--- src/aescbc_pkg.sv ---
// Shared types, constants and cipher round functions for the AES-CBC block.
`default_nettype none
package aescbc_pkg;

   localparam int BLOCK_W = 128;
   localparam int HALF_W = 64;
   localparam int WORD_W = 32;
   localparam int CSR_INDEX_W = 3;
   localparam int KEY_WORDS = 4;       // 64-bit key registers
   localparam int KEY_ROWS = 15;       // 128-bit round keys, up to 14 rounds + 1
   localparam int ROW_W = 4;
   localparam int WIDX_W = 6;          // schedule word index, up to 59
   localparam int RND_W = 4;
   localparam int WIN_DEPTH = 8;       // longest key (Nk = 8)

   typedef enum logic [CSR_INDEX_W-1:0] {
      REG_KEY_WORD_0 = 3'd0,
      REG_KEY_WORD_1 = 3'd1,
      REG_KEY_WORD_2 = 3'd2,
      REG_KEY_WORD_3 = 3'd3,
      REG_KEY_LENGTH = 3'd4,
      REG_IV_HIGH    = 3'd5,
      REG_IV_LOW     = 3'd6
   } csr_reg_type;

   typedef enum logic [1:0] {
      KLEN_128 = 2'd0,
      KLEN_192 = 2'd1,
      KLEN_256 = 2'd2,
      KLEN_RSVD = 2'd3
   } klen_type;

   localparam logic [RND_W-1:0] ROUNDS_128 = 4'd10;
   localparam logic [RND_W-1:0] ROUNDS_192 = 4'd12;
   localparam logic [RND_W-1:0] ROUNDS_256 = 4'd14;
   localparam logic [7:0] RCON_INIT = 8'h01;
   localparam logic [7:0] GF_POLY = 8'h1b;

   typedef enum logic [2:0] {
      ST_IDLE,
      ST_EXPAND,
      ST_PRIME,
      ST_ADDKEY,
      ST_ROUND,
      ST_OUT
   } ctrl_state_type;

   typedef struct packed {
      logic load;
      logic exp_start;
      logic exp_step;
      logic prime;
      logic addkey;
      logic round;
      logic emit;
   } ctrl_cmd_type;

   typedef struct packed {
      logic keys_ready;
      logic exp_last;
      logic round_last;
      logic out_free;
   } ctrl_status_type;

   typedef logic [7:0] sbox_table_type [256];

   localparam sbox_table_type SBOX = '{
      8'h63,8'h7c,8'h77,8'h7b,8'hf2,8'h6b,8'h6f,8'hc5,8'h30,8'h01,8'h67,8'h2b,8'hfe,8'hd7,8'hab,8'h76,
      8'hca,8'h82,8'hc9,8'h7d,8'hfa,8'h59,8'h47,8'hf0,8'had,8'hd4,8'ha2,8'haf,8'h9c,8'ha4,8'h72,8'hc0,
      8'hb7,8'hfd,8'h93,8'h26,8'h36,8'h3f,8'hf7,8'hcc,8'h34,8'ha5,8'he5,8'hf1,8'h71,8'hd8,8'h31,8'h15,
      8'h04,8'hc7,8'h23,8'hc3,8'h18,8'h96,8'h05,8'h9a,8'h07,8'h12,8'h80,8'he2,8'heb,8'h27,8'hb2,8'h75,
      8'h09,8'h83,8'h2c,8'h1a,8'h1b,8'h6e,8'h5a,8'ha0,8'h52,8'h3b,8'hd6,8'hb3,8'h29,8'he3,8'h2f,8'h84,
      8'h53,8'hd1,8'h00,8'hed,8'h20,8'hfc,8'hb1,8'h5b,8'h6a,8'hcb,8'hbe,8'h39,8'h4a,8'h4c,8'h58,8'hcf,
      8'hd0,8'hef,8'haa,8'hfb,8'h43,8'h4d,8'h33,8'h85,8'h45,8'hf9,8'h02,8'h7f,8'h50,8'h3c,8'h9f,8'ha8,
      8'h51,8'ha3,8'h40,8'h8f,8'h92,8'h9d,8'h38,8'hf5,8'hbc,8'hb6,8'hda,8'h21,8'h10,8'hff,8'hf3,8'hd2,
      8'hcd,8'h0c,8'h13,8'hec,8'h5f,8'h97,8'h44,8'h17,8'hc4,8'ha7,8'h7e,8'h3d,8'h64,8'h5d,8'h19,8'h73,
      8'h60,8'h81,8'h4f,8'hdc,8'h22,8'h2a,8'h90,8'h88,8'h46,8'hee,8'hb8,8'h14,8'hde,8'h5e,8'h0b,8'hdb,
      8'he0,8'h32,8'h3a,8'h0a,8'h49,8'h06,8'h24,8'h5c,8'hc2,8'hd3,8'hac,8'h62,8'h91,8'h95,8'he4,8'h79,
      8'he7,8'hc8,8'h37,8'h6d,8'h8d,8'hd5,8'h4e,8'ha9,8'h6c,8'h56,8'hf4,8'hea,8'h65,8'h7a,8'hae,8'h08,
      8'hba,8'h78,8'h25,8'h2e,8'h1c,8'ha6,8'hb4,8'hc6,8'he8,8'hdd,8'h74,8'h1f,8'h4b,8'hbd,8'h8b,8'h8a,
      8'h70,8'h3e,8'hb5,8'h66,8'h48,8'h03,8'hf6,8'h0e,8'h61,8'h35,8'h57,8'hb9,8'h86,8'hc1,8'h1d,8'h9e,
      8'he1,8'hf8,8'h98,8'h11,8'h69,8'hd9,8'h8e,8'h94,8'h9b,8'h1e,8'h87,8'he9,8'hce,8'h55,8'h28,8'hdf,
      8'h8c,8'ha1,8'h89,8'h0d,8'hbf,8'he6,8'h42,8'h68,8'h41,8'h99,8'h2d,8'h0f,8'hb0,8'h54,8'hbb,8'h16
   };

   // Inverse table, built at elaboration from the forward one
   function automatic sbox_table_type invert_table(input sbox_table_type fwd);
      sbox_table_type inv;
      for (int i = 0; i < 256; i++) begin
         inv[fwd[i]] = 8'(i);
      end
      return inv;
   endfunction

   localparam sbox_table_type SBOX_REV = invert_table(SBOX);

   function automatic logic [7:0] xtime(input logic [7:0] a);
      return {a[6:0], 1'b0} ^ (a[7] ? GF_POLY : 8'h00);
   endfunction

   function automatic logic [WORD_W-1:0] subst_word(input logic [WORD_W-1:0] w);
      return {SBOX[w[31:24]], SBOX[w[23:16]], SBOX[w[15:8]], SBOX[w[7:0]]};
   endfunction

   function automatic logic [WORD_W-1:0] mix_col(input logic [WORD_W-1:0] w);
      logic [7:0] a0, a1, a2, a3;
      a0 = w[31:24];
      a1 = w[23:16];
      a2 = w[15:8];
      a3 = w[7:0];
      return {xtime(a0) ^ xtime(a1) ^ a1 ^ a2 ^ a3,
              a0 ^ xtime(a1) ^ xtime(a2) ^ a2 ^ a3,
              a0 ^ a1 ^ xtime(a2) ^ xtime(a3) ^ a3,
              xtime(a0) ^ a0 ^ a1 ^ a2 ^ xtime(a3)};
   endfunction

   function automatic logic [WORD_W-1:0] inv_mix_col(input logic [WORD_W-1:0] w);
      logic [7:0] a [4];
      logic [7:0] m2 [4];
      logic [7:0] m4 [4];
      logic [7:0] m8 [4];
      logic [7:0] m9 [4];
      logic [7:0] m11 [4];
      logic [7:0] m13 [4];
      logic [7:0] m14 [4];
      for (int k = 0; k < 4; k++) begin
         a[k] = w[31-8*k -: 8];
         m2[k] = xtime(a[k]);
         m4[k] = xtime(m2[k]);
         m8[k] = xtime(m4[k]);
         m9[k] = m8[k] ^ a[k];
         m11[k] = m8[k] ^ m2[k] ^ a[k];
         m13[k] = m8[k] ^ m4[k] ^ a[k];
         m14[k] = m8[k] ^ m4[k] ^ m2[k];
      end
      return {m14[0] ^ m11[1] ^ m13[2] ^ m9[3],
              m9[0] ^ m14[1] ^ m11[2] ^ m13[3],
              m13[0] ^ m9[1] ^ m14[2] ^ m11[3],
              m11[0] ^ m13[1] ^ m9[2] ^ m14[3]};
   endfunction

   // Byte k of the block sits at bits 127-8k downto 120-8k
   function automatic logic [BLOCK_W-1:0] enc_round(input logic [BLOCK_W-1:0] s,
                                                    input logic [BLOCK_W-1:0] rk,
                                                    input logic last);
      logic [7:0] a [16];
      logic [BLOCK_W-1:0] v;
      for (int k = 0; k < 16; k++) begin
         a[k] = SBOX[s[127-8*k -: 8]];
      end
      for (int c = 0; c < 4; c++) begin
         for (int r = 0; r < 4; r++) begin
            v[127-8*(4*c+r) -: 8] = a[4*((c+r)&3)+r];
         end
      end
      if (!last) begin
         for (int c = 0; c < 4; c++) begin
            v[127-32*c -: 32] = mix_col(v[127-32*c -: 32]);
         end
      end
      return v ^ rk;
   endfunction

   function automatic logic [BLOCK_W-1:0] dec_round(input logic [BLOCK_W-1:0] s,
                                                    input logic [BLOCK_W-1:0] rk,
                                                    input logic last);
      logic [7:0] a [16];
      logic [BLOCK_W-1:0] v;
      for (int k = 0; k < 16; k++) begin
         a[k] = s[127-8*k -: 8];
      end
      for (int c = 0; c < 4; c++) begin
         for (int r = 0; r < 4; r++) begin
            v[127-8*(4*((c+r)&3)+r) -: 8] = SBOX_REV[a[4*c+r]];
         end
      end
      v = v ^ rk;
      if (!last) begin
         for (int c = 0; c < 4; c++) begin
            v[127-32*c -: 32] = inv_mix_col(v[127-32*c -: 32]);
         end
      end
      return v;
   endfunction

endpackage
`default_nettype wire

--- src/aescbc_ctrl.sv ---
// Sequencer: key expansion, round iteration and result hand-off.
`default_nettype none
module aescbc_ctrl (
   input  wire logic                       clock,
   input  wire logic                       reset,
   input  wire logic                       req_valid,
   output logic                            req_ready,
   input  wire aescbc_pkg::ctrl_status_type status,
   output aescbc_pkg::ctrl_cmd_type        cmd
);

   aescbc_pkg::ctrl_state_type state_ff, state_in;

   always_ff @(posedge clock) begin
      if (reset) begin
         state_ff <= aescbc_pkg::ST_IDLE;
      end else begin
         state_ff <= state_in;
      end
   end

   always_comb begin
      state_in = state_ff;
      unique case (state_ff)
         aescbc_pkg::ST_IDLE: begin
            if (req_valid) begin
               state_in = status.keys_ready ? aescbc_pkg::ST_PRIME : aescbc_pkg::ST_EXPAND;
            end
         end
         aescbc_pkg::ST_EXPAND: begin
            if (status.exp_last) state_in = aescbc_pkg::ST_PRIME;
         end
         aescbc_pkg::ST_PRIME:  state_in = aescbc_pkg::ST_ADDKEY;
         aescbc_pkg::ST_ADDKEY: state_in = aescbc_pkg::ST_ROUND;
         aescbc_pkg::ST_ROUND: begin
            if (status.round_last) state_in = aescbc_pkg::ST_OUT;
         end
         aescbc_pkg::ST_OUT: begin
            if (status.out_free) state_in = aescbc_pkg::ST_IDLE;
         end
         default: state_in = aescbc_pkg::ST_IDLE;
      endcase
   end

   always_comb begin
      cmd = '0;
      req_ready = 1'b0;
      unique case (state_ff)
         aescbc_pkg::ST_IDLE: begin
            req_ready = 1'b1;
            cmd.load = req_valid;
            cmd.exp_start = req_valid && !status.keys_ready;
         end
         aescbc_pkg::ST_EXPAND: cmd.exp_step = 1'b1;
         aescbc_pkg::ST_PRIME:  cmd.prime = 1'b1;
         aescbc_pkg::ST_ADDKEY: cmd.addkey = 1'b1;
         aescbc_pkg::ST_ROUND:  cmd.round = 1'b1;
         aescbc_pkg::ST_OUT:    cmd.emit = status.out_free;
         default: cmd = '0;
      endcase
   end

endmodule
`default_nettype wire

--- config.mk ---
export PLATFORM = sky130hd
export DESIGN_NAME = aescbc_ctrl
export DESIGN_NICKNAME = d
export VERILOG_FILES = /design/src/aescbc_pkg.sv /design/src/aescbc_ctrl.sv
export SDC_FILE = /design/constraint.sdc
export NUM_CORES = 1
export LEC_CHECK = 0
export BUFFER_PORTS_ARGS = -buffer_cell sky130_fd_sc_hd__buf_2
export CAP_MARGIN = 0
export CORE_AREA = 2 2 39 41
export CTS_CLUSTER_DIAMETER = 50
export DETAILED_ROUTE_END_ITERATION = 16
export DIE_AREA = 0 0 41 43
export PLACE_DENSITY = 0.46
export SYNTH_ARGS = -nofsm -noshare
export SYNTH_HDL_FRONTEND = slang
export SYNTH_SLANG_ARGS = --single-unit
export TNS_END_PERCENT = 5
--- constraint.sdc ---
create_clock -name clock -period 2 [get_ports clock]
set_clock_uncertainty 0.1 [all_clocks]
set_input_delay 0.4 -clock clock [delete_from_list [all_inputs] [get_ports clock]]
set_output_delay 0.4 -clock clock [all_outputs]
set_load 0.02 [all_outputs]
# == Yosys cells after proc, flatten, opt, wreduce, memory -nomap -nowiden ==
# Cells that the tools add are included.
# op_classes
n_mux,13
eq_ne,9
reduce_logical,4
# ops
operator,count
$pmux 3 s6,1
$mux 3,4
$ne 2x2->1 const B,4
$eq 3x2->1 const B,2
$eq 3x3->1 const B,2
$mux 1,6
$mux 2,2
$reduce_and 4->1,1
$eq 3x1->1 const B,1
$logic_not 3->1,1
$logic_and 1x1->1,1
$logic_not 1->1,1
# word_totals
out_inout_bits,8
regBits,3
word_cells,27

# == Longest topological paths before layout ==
# Gate-level depths: netlist of the first run.
# logic_depth
depth_word,3
mapped_depth,5

# == Worst setup path before layout of the first run ==
# OpenSTA, ideal clock, no wires.
# synth_timing
kind,register -> output
startpoint,register state_ff[2]
endpoint,output port cmd[5] (netlist name)
required_ns,1.500
path_buffers,1
t_arrival_ns,1.399
path_slack_ns,0.101
path_stages_with_launch,4
cell_sequence,dfxtp_1 -> buf_4 -> nor4b_2 -> nor2b_1
# synth_rtl
item,line_no,text
start: declaration,aescbc_ctrl.sv:12,"aescbc_pkg::ctrl_state_type state_ff, state_in;"
start signal: assignment,aescbc_ctrl.sv:16,state_ff <= aescbc_pkg::ST_IDLE;
start signal: assignment,aescbc_ctrl.sv:18,state_ff <= state_in;
end: declaration,aescbc_ctrl.sv:9,output aescbc_pkg::ctrl_cmd_type cmd

==> results of run 1 <==
## path summary, 6_finish.rpt
check | end | slack (ps)
hold / removal | state_ff[1]$_SDFFE_PP0P_ | 290
setup reg to reg | state_ff[0]$_SDFFE_PP0P_ | 490
setup / recovery | cmd[5] | 210
hold reg to reg | state_ff[1]$_SDFFE_PP0P_ | 590
## logic make-up after synthesis
logic type	Yosys count
AOI/OAI and AO/OA	8
DFF	3
and+or+nand+nor	16
muxes	2
buffers and inverters	4
## worst register-to-register path, stage by stage, from the launching register on
cell and delay (ps):
dfxtp_1 600, mux2_4 370, o311ai_1 230, a21oi_1 100
## placed cells by master (no fill, tap or decap), drive strengths merged
| master | instances |
|---|---|
| a21oi | 4 |
| nor2b | 1 |
| buf | 14 |
| mux2 | 1 |
| nand2 | 2 |
| nor4b | 1 |
| mux2i | 1 |
| dfxtp | 3 |
| nor2 | 5 |
| clkbuf | 4 |
| inv | 1 |
| a2111oi | 1 |
| or2 | 1 |
| nand2b | 2 |
| nor3 | 1 |
| nor3b | 1 |
| o311ai | 1 |
| a22oi | 1 |
| nand3b | 1 |
| o21a | 1 |
| and2 | 1 |
## layer usage
metal / global-route usage / wire [µm]
met1: 0.08946 / 284
met2: 0.08750 / 245
met3: 0.03141 / 87
met4: 0.08000 / 0
met5: 0 / 0
## area by class of cell
| class | count | area share |
|---|---|---|
| multi-input combinational | 26 | 0.5102 |
| tap | 16 | 0.05442 |
| clock buffer | 4 | 0.07143 |
| inverter | 1 | 0.01020 |
| sequential | 3 | 0.1633 |
| timing repair buffer | 14 | 0.1905 |
## where the power goes
part / leakage (nW) / internal (W) / switching (W) / total (W)
logic: 0.127 / 0.0000485 / 0.0000541 / 0.000103
registers: 0.0246 / 0.0000672 / 0.0000233 / 0.0000905
clock network: 0.0150 / 0.0000746 / 0.0000290 / 0.000104
## metrics by stage
step                instances   power, W  setup slack (ps)
floorplan                  33  0.0001685             100.5
global placement           60  0.0001957             468.8
CTS                        64  0.0003040             196.4
finish                     64  0.0002967             205.5
detailed placement         60  0.0001940             453.5
global route               64  0.0003195             71.76
==> metrics.md, run 1 <==
| Metric | Value |
|---|---|
| I/O pin cnt | 15 |
| Largest net degree at the start of global routing | 14 |
| Final Hold Viols | 0 |
| Total number of vias | approximately 280 |
| Worst-Margin Slew | 463.7 ps |
| Synthesized area | between 200 and 300 µm² |
| DIE HEIGHT | roughly 43 µm |
| CTS tree | yes |
| Storage element area | about 60 µm² |
| Synth top area cells | dfxtp_1 (22%), a21oi_1 (5.5%), a2111oi_2 (5.5%) |
| Leading registers by flop count | state_ff: 3 flops |
| WL final | slightly above 600 µm |
| Synth Area in Compound Gates | 0.2488 |
| # resized after CTS | 0 |
| Min Tclk post-route | roughly 1800 ps |
| Fmax | approximately 560 MHz |
| Final setup vio count | 0 |
| Mux cell area share after synthesis | 0.09217 |
| Slew HR | 0.6904 |
| Status | completed |
| Seq/Total Area, Yosys | 0.2212 |
| Cells after synthesis | 33 |
| CP max FO | 10 |
| Worst-Skew Late Latency | approximately 230 ps |
| Crit path cell chain | nor4b_2 > nor2b_1 > buf_2 |
| Final core occ | 0.2658 |
| Port Buffers | 14 |
| Synth area leader | dfxtp_1 |
| Most common cell in the netlist | nor2_1 |
| Worst path slowest cell | dfxtp_1 |
| Async S/R FF share, synth | 0 |
| CTS Buffer Depth | 2 |
| Initial DRC Count | 5 |
| Core Region | between 1000 and 1500 µm² |
| Syn. warnings | 0 |
| Synth Area in Adders | 0 |
| Crit-path max cell delay | around 420 ps |
| Number of flops mapped to enable cells by yosys | 0 |
| Worst EP arrival | between 1000 and 1500 ps |
| Num rows | 14 |
| Crit end category | primary output |
| Worst hold path stage count | 2 |
| Clock transition at the registers of the reported paths | ~40 ps |
| Mapped Nets | 40 |
| Main flop type after synthesis | dfxtp_1 |
| Class of the worst hold path | primary input to register |
| Placed Area | roughly 340 µm² |
| Dpl hpwl | 448.6 µm |
| Root buf cell | clkbuf_4 |
| Reg-to-Reg Start | state_ff[0]$_SDFFE_PP0P_ |
| CP Data Required Time | approximately 1500 ps |
| Worst setup startpoint | state_ff[2]$_SDFFE_PP0P_ |
| CTS Hold Bufs | 0 |
| Vias in the first global route | about 220 |
| Setup crit start kind | register |
| Final Max Tran Viols | 0 |
| Post-route cell area | ~370 µm² |
| DRT antenna net count | 0 |
| Nets | 56 |
| RSZ-0062 raised after global routing | no |
| H-tree depth | 1 |
| P per Cell Area | slightly above 800 nW/µm² |
| Die width | 41 µm |
| Max cap viols | 0 |
| Remaining DRCs | 0 |
| Largest delay share family, worst path | simple AND/OR/NAND/NOR gates |
| Worst VDD drop | 0.2696 mV |
| Initial Util | 0.1962 |
| TritonRoute pass-1 iters | 4 |
| Antenna violations before repair | 0 |
| GRT Overall Usage | 0.07415 |
| WL/cell | 9.641 µm |
| GPL Wtd Cong | between 0.6 and 0.7 |
| Post-CTS Setup Bufs | 0 |
| TritonCTS Buffers | 3 |
| Vias per std cell | roughly 4.4 |
| Synth Area in Simple Gates | 0.3502 |
| Post-synth cell types | 23 |
| First-pass GRT wire length | 848 µm |
| Avg Cell Area, Syn | just over 8 µm² |
| Reg2Reg Depth | 3 |
| Biggest register | state_ff |
| TNS Setup | 0 ps |
| Lkg Pwr | ~0.17 nW |
| Diode count | 0 |
| Layout cells sized above 1 | 0.4792 |
| Synth Area in XOR/XNOR | 0 |
| Largest family of logic cells by synthesized area | simple AND/OR/NAND/NOR gates |
| Post-synth top area share | 0.2212 |
| Multi-input gate area | ~190 µm² |
| Crit path kind | register to primary output |
| Critical Path Stages | 3 |
| Yosys reg bits | 3 |
| Crit path buffers/inverters | 1 |
| Layout area overhead | 35.48% |
| Total congestion overflow | 0 |
| Clk sinks | 3 |
| Hold WS | about 290 ps |
| Max reg flops | 3 |
| Hold Crit Start | reset |
| Full die area | between 1500 and 2000 µm² |
| Fillers | between 150 and 200 |
| Period utilization | 0.8972 |
| Synth top cells by count | nor2_1 (4), a21oi_1 (3), dfxtp_1 (3) |
(Power assumes the default switching activity.)
==> run 2, diff against run 1 <==
--- a/config.mk
+++ b/config.mk
@@ -11,7 +11,7 @@
 export CTS_CLUSTER_DIAMETER = 50
 export DETAILED_ROUTE_END_ITERATION = 16
 export DIE_AREA = 0 0 41 43
-export PLACE_DENSITY = 0.46
+export PLACE_DENSITY = 0.47
 export SYNTH_ARGS = -nofsm -noshare
 export SYNTH_HDL_FRONTEND = slang
 export SYNTH_SLANG_ARGS = --single-unit
==> constraint.sdc (replaced) <==
create_clock -name clock -period 1.6 [get_ports clock]
set_clock_uncertainty 0.1 [all_clocks]
set_input_delay 0 -clock clock [delete_from_list [all_inputs] [get_ports clock]]
set_output_delay 0 -clock clock [all_outputs]
set_load 0.02 [all_outputs]
==> metrics.md, run 2 (synthesis results as in run 1) <==
| Metric | Value |
|---|---|
| Initial Util | 0.1962 (unchanged) |
| GPL Wtd Cong | 0.6714 (+10%) |
| Storage element area | 60.06 µm² (unchanged) |
| Fillers | 160 (+0.63%) |
| TritonRoute pass-1 iters | 4 (unchanged) |
| DIE HEIGHT | 43 µm (unchanged) |
| Status | completed |
| Max cap viols | 0 (unchanged) |
| Layout area overhead | 41.94% |
| Die width | 41 µm (unchanged) |
| Port Buffers | 14 (unchanged) |
| RSZ-0062 raised after global routing | no |
| Core Region | 1384 µm² (unchanged) |
| Worst VDD drop | 0.4281 mV (+59%) |
| Remaining DRCs | 0 (unchanged) |
| CP Data Required Time | 1500 ps (about the same) |
| Max reg flops | 3 (unchanged) |
| Full die area | 1763 µm² (unchanged) |
| Reg-to-Reg Start | state_ff[2]$_SDFFE_PP0P_ |
| Hold endpoint | state_ff[2]$_SDFFE_PP0P_ |
| Biggest register | state_ff |
| Diode count | 0 (unchanged) |
| Slew HR | 0.7245 (+0.03408) |
| Multi-input gate area | 187.7 µm² (unchanged) |
| Root buf cell | clkbuf_4 |
| Total congestion overflow | 0 (unchanged) |
| TNS Setup | 0 ps (unchanged) |
| TritonCTS Buffers | 3 (unchanged) |
| Final Hold Viols | 0 (unchanged) |
| Vias in the first global route | 269 (+25%) |
| Worst reg2reg setup slack | 290 ps (-200 ps) |
| Placed Area | 349.1 µm² (+2.2%) |
| Worst R2R End | state_ff[0]$_SDFFE_PP0P_ |
| Vias per std cell | 4.333 (-0.60%) |
| Largest net degree at the start of global routing | 13 (-1) |
| Fmax | around 710 MHz |
| Final Max Tran Viols | 0 (unchanged) |
| Hold Crit Start | status[0] |
| GRT Overall Usage | 0.1002 (+0.02605) |
| Lkg Pwr | 0.1760 nW (+5.7%) |
| WL final | 720 µm (+17%) |
| Post-route cell area | 385.4 µm² (+4.8%) |
| Min Tclk post-route | roughly 1400 ps |
| DRT antenna net count | 0 (unchanged) |
| H-tree depth | 1 (unchanged) |
| Reg2Reg Depth | 4 (+1) |
| Worst-Skew Late Latency | 230 ps (about the same) |
| Crit path kind | register to primary output |
| Crit end category | primary output |
| Nets | 58 (+3.6%) |
| Final setup vio count | 0 (unchanged) |
| # resized after CTS | 0 (unchanged) |
| Commonest non-fill, non-tap cell in the layout | buf_2 |
| Worst EP arrival | 1320 ps (+30 ps) |
| P per Cell Area | 1001 nW/µm² (+24%) |
| Initial DRC Count | 1 (-4) |
| Clock transition at the registers of the reported paths | 40 ps (about the same) |
| First-pass GRT wire length | 1138 µm (+34%) |
| Period utilization | 0.8853 |
| Worst hold path stage count | 3 (+1) |
| WL/cell | 10.91 µm (+13%) |
| CTS tree | yes |
| Class of the worst hold path | primary input to register |
| Total number of vias | 286 (+2.5%) |
| Most frequent cells in the layout | buf_2 (14), nor2_1 (4), a21oi_1 (3), clkbuf_4 (3), dfxtp_1 (3) |
| Antenna violations before repair | 0 (unchanged) |
| CP max FO | 10 (unchanged) |
| Layout cells sized above 1 | 0.4800 (+0.0008333) |
| Num rows | 14 (unchanged) |
| CTS Buffer Depth | 2 (unchanged) |
| Setup crit start kind | register |
| Post-CTS Setup Bufs | 0 (unchanged) |
| Clk sinks | 3 (unchanged) |
| Leading registers by flop count | state_ff: 3 flops |
| I/O pin cnt | 15 (unchanged) |
| Worst-Margin Slew | 412.7 ps (-51.04 ps) |
| CTS Hold Bufs | 1 (+1) |
-- run 2: layout make-up --
class | instances | share of cell area
timing repair buffer | 16 | 0.2273
sequential | 3 | 0.1558
inverter | 1 | 0.009740
multi-input combinational | 26 | 0.4870
tap | 16 | 0.05195
clock buffer | 4 | 0.06818
-- run 2: where the power goes --
group          internal [W]  leakage [nW]  switching [W]
Clock             0.0000936        0.0150      0.0000411
Sequential        0.0000839        0.0246      0.0000178
Combinational     0.0000670         0.136      0.0000823
Total              0.000244         0.176       0.000141
-- run 2: critical path: stages (launching register included) --
cell,delay (ps)
dfxtp_1,420
nor4b_2,350
nor2b_1,150
buf_2,160
-- run 2: worst max path at each step --
stage,start,endpoint
floorplan,state_ff[2]$_SDFFE_PP0P_,cmd[5]
global placement,state_ff[2]$_SDFFE_PP0P_,state_ff[0]$_SDFFE_PP0P_
detailed placement,state_ff[2]$_SDFFE_PP0P_,state_ff[0]$_SDFFE_PP0P_
CTS,state_ff[2]$_SDFFE_PP0P_,cmd[5]
global route,state_ff[2]$_SDFFE_PP0P_,cmd[5]
finish,state_ff[2]$_SDFFE_PP0P_,cmd[5]
-- run 2: metal layers --
metal	up-vias	share of wire	GRT usage
met4	0	0	0.06000
li1	149	-	-
met2	13	0.46	0.1219
met3	0	0.088	0.06283
met1	124	0.46	0.1278
met5	-	0	0
-- run 2: through the flow --
step	setup WS (ps)	hold WS, ps	power [W]	utilization	instances
after floorplan	100.5	-21.89	0.0002106	-	33
after global placement	330.1	130.5	0.0002518	0.2523	61
after detailed placement	324.1	128.4	0.0002502	0.2523	61
after CTS	154.6	26.93	0.0003973	0.2785	66
after global routing	51.63	35.31	0.0004230	0.2785	66
final	183.5	34.52	0.0003857	0.2785	66
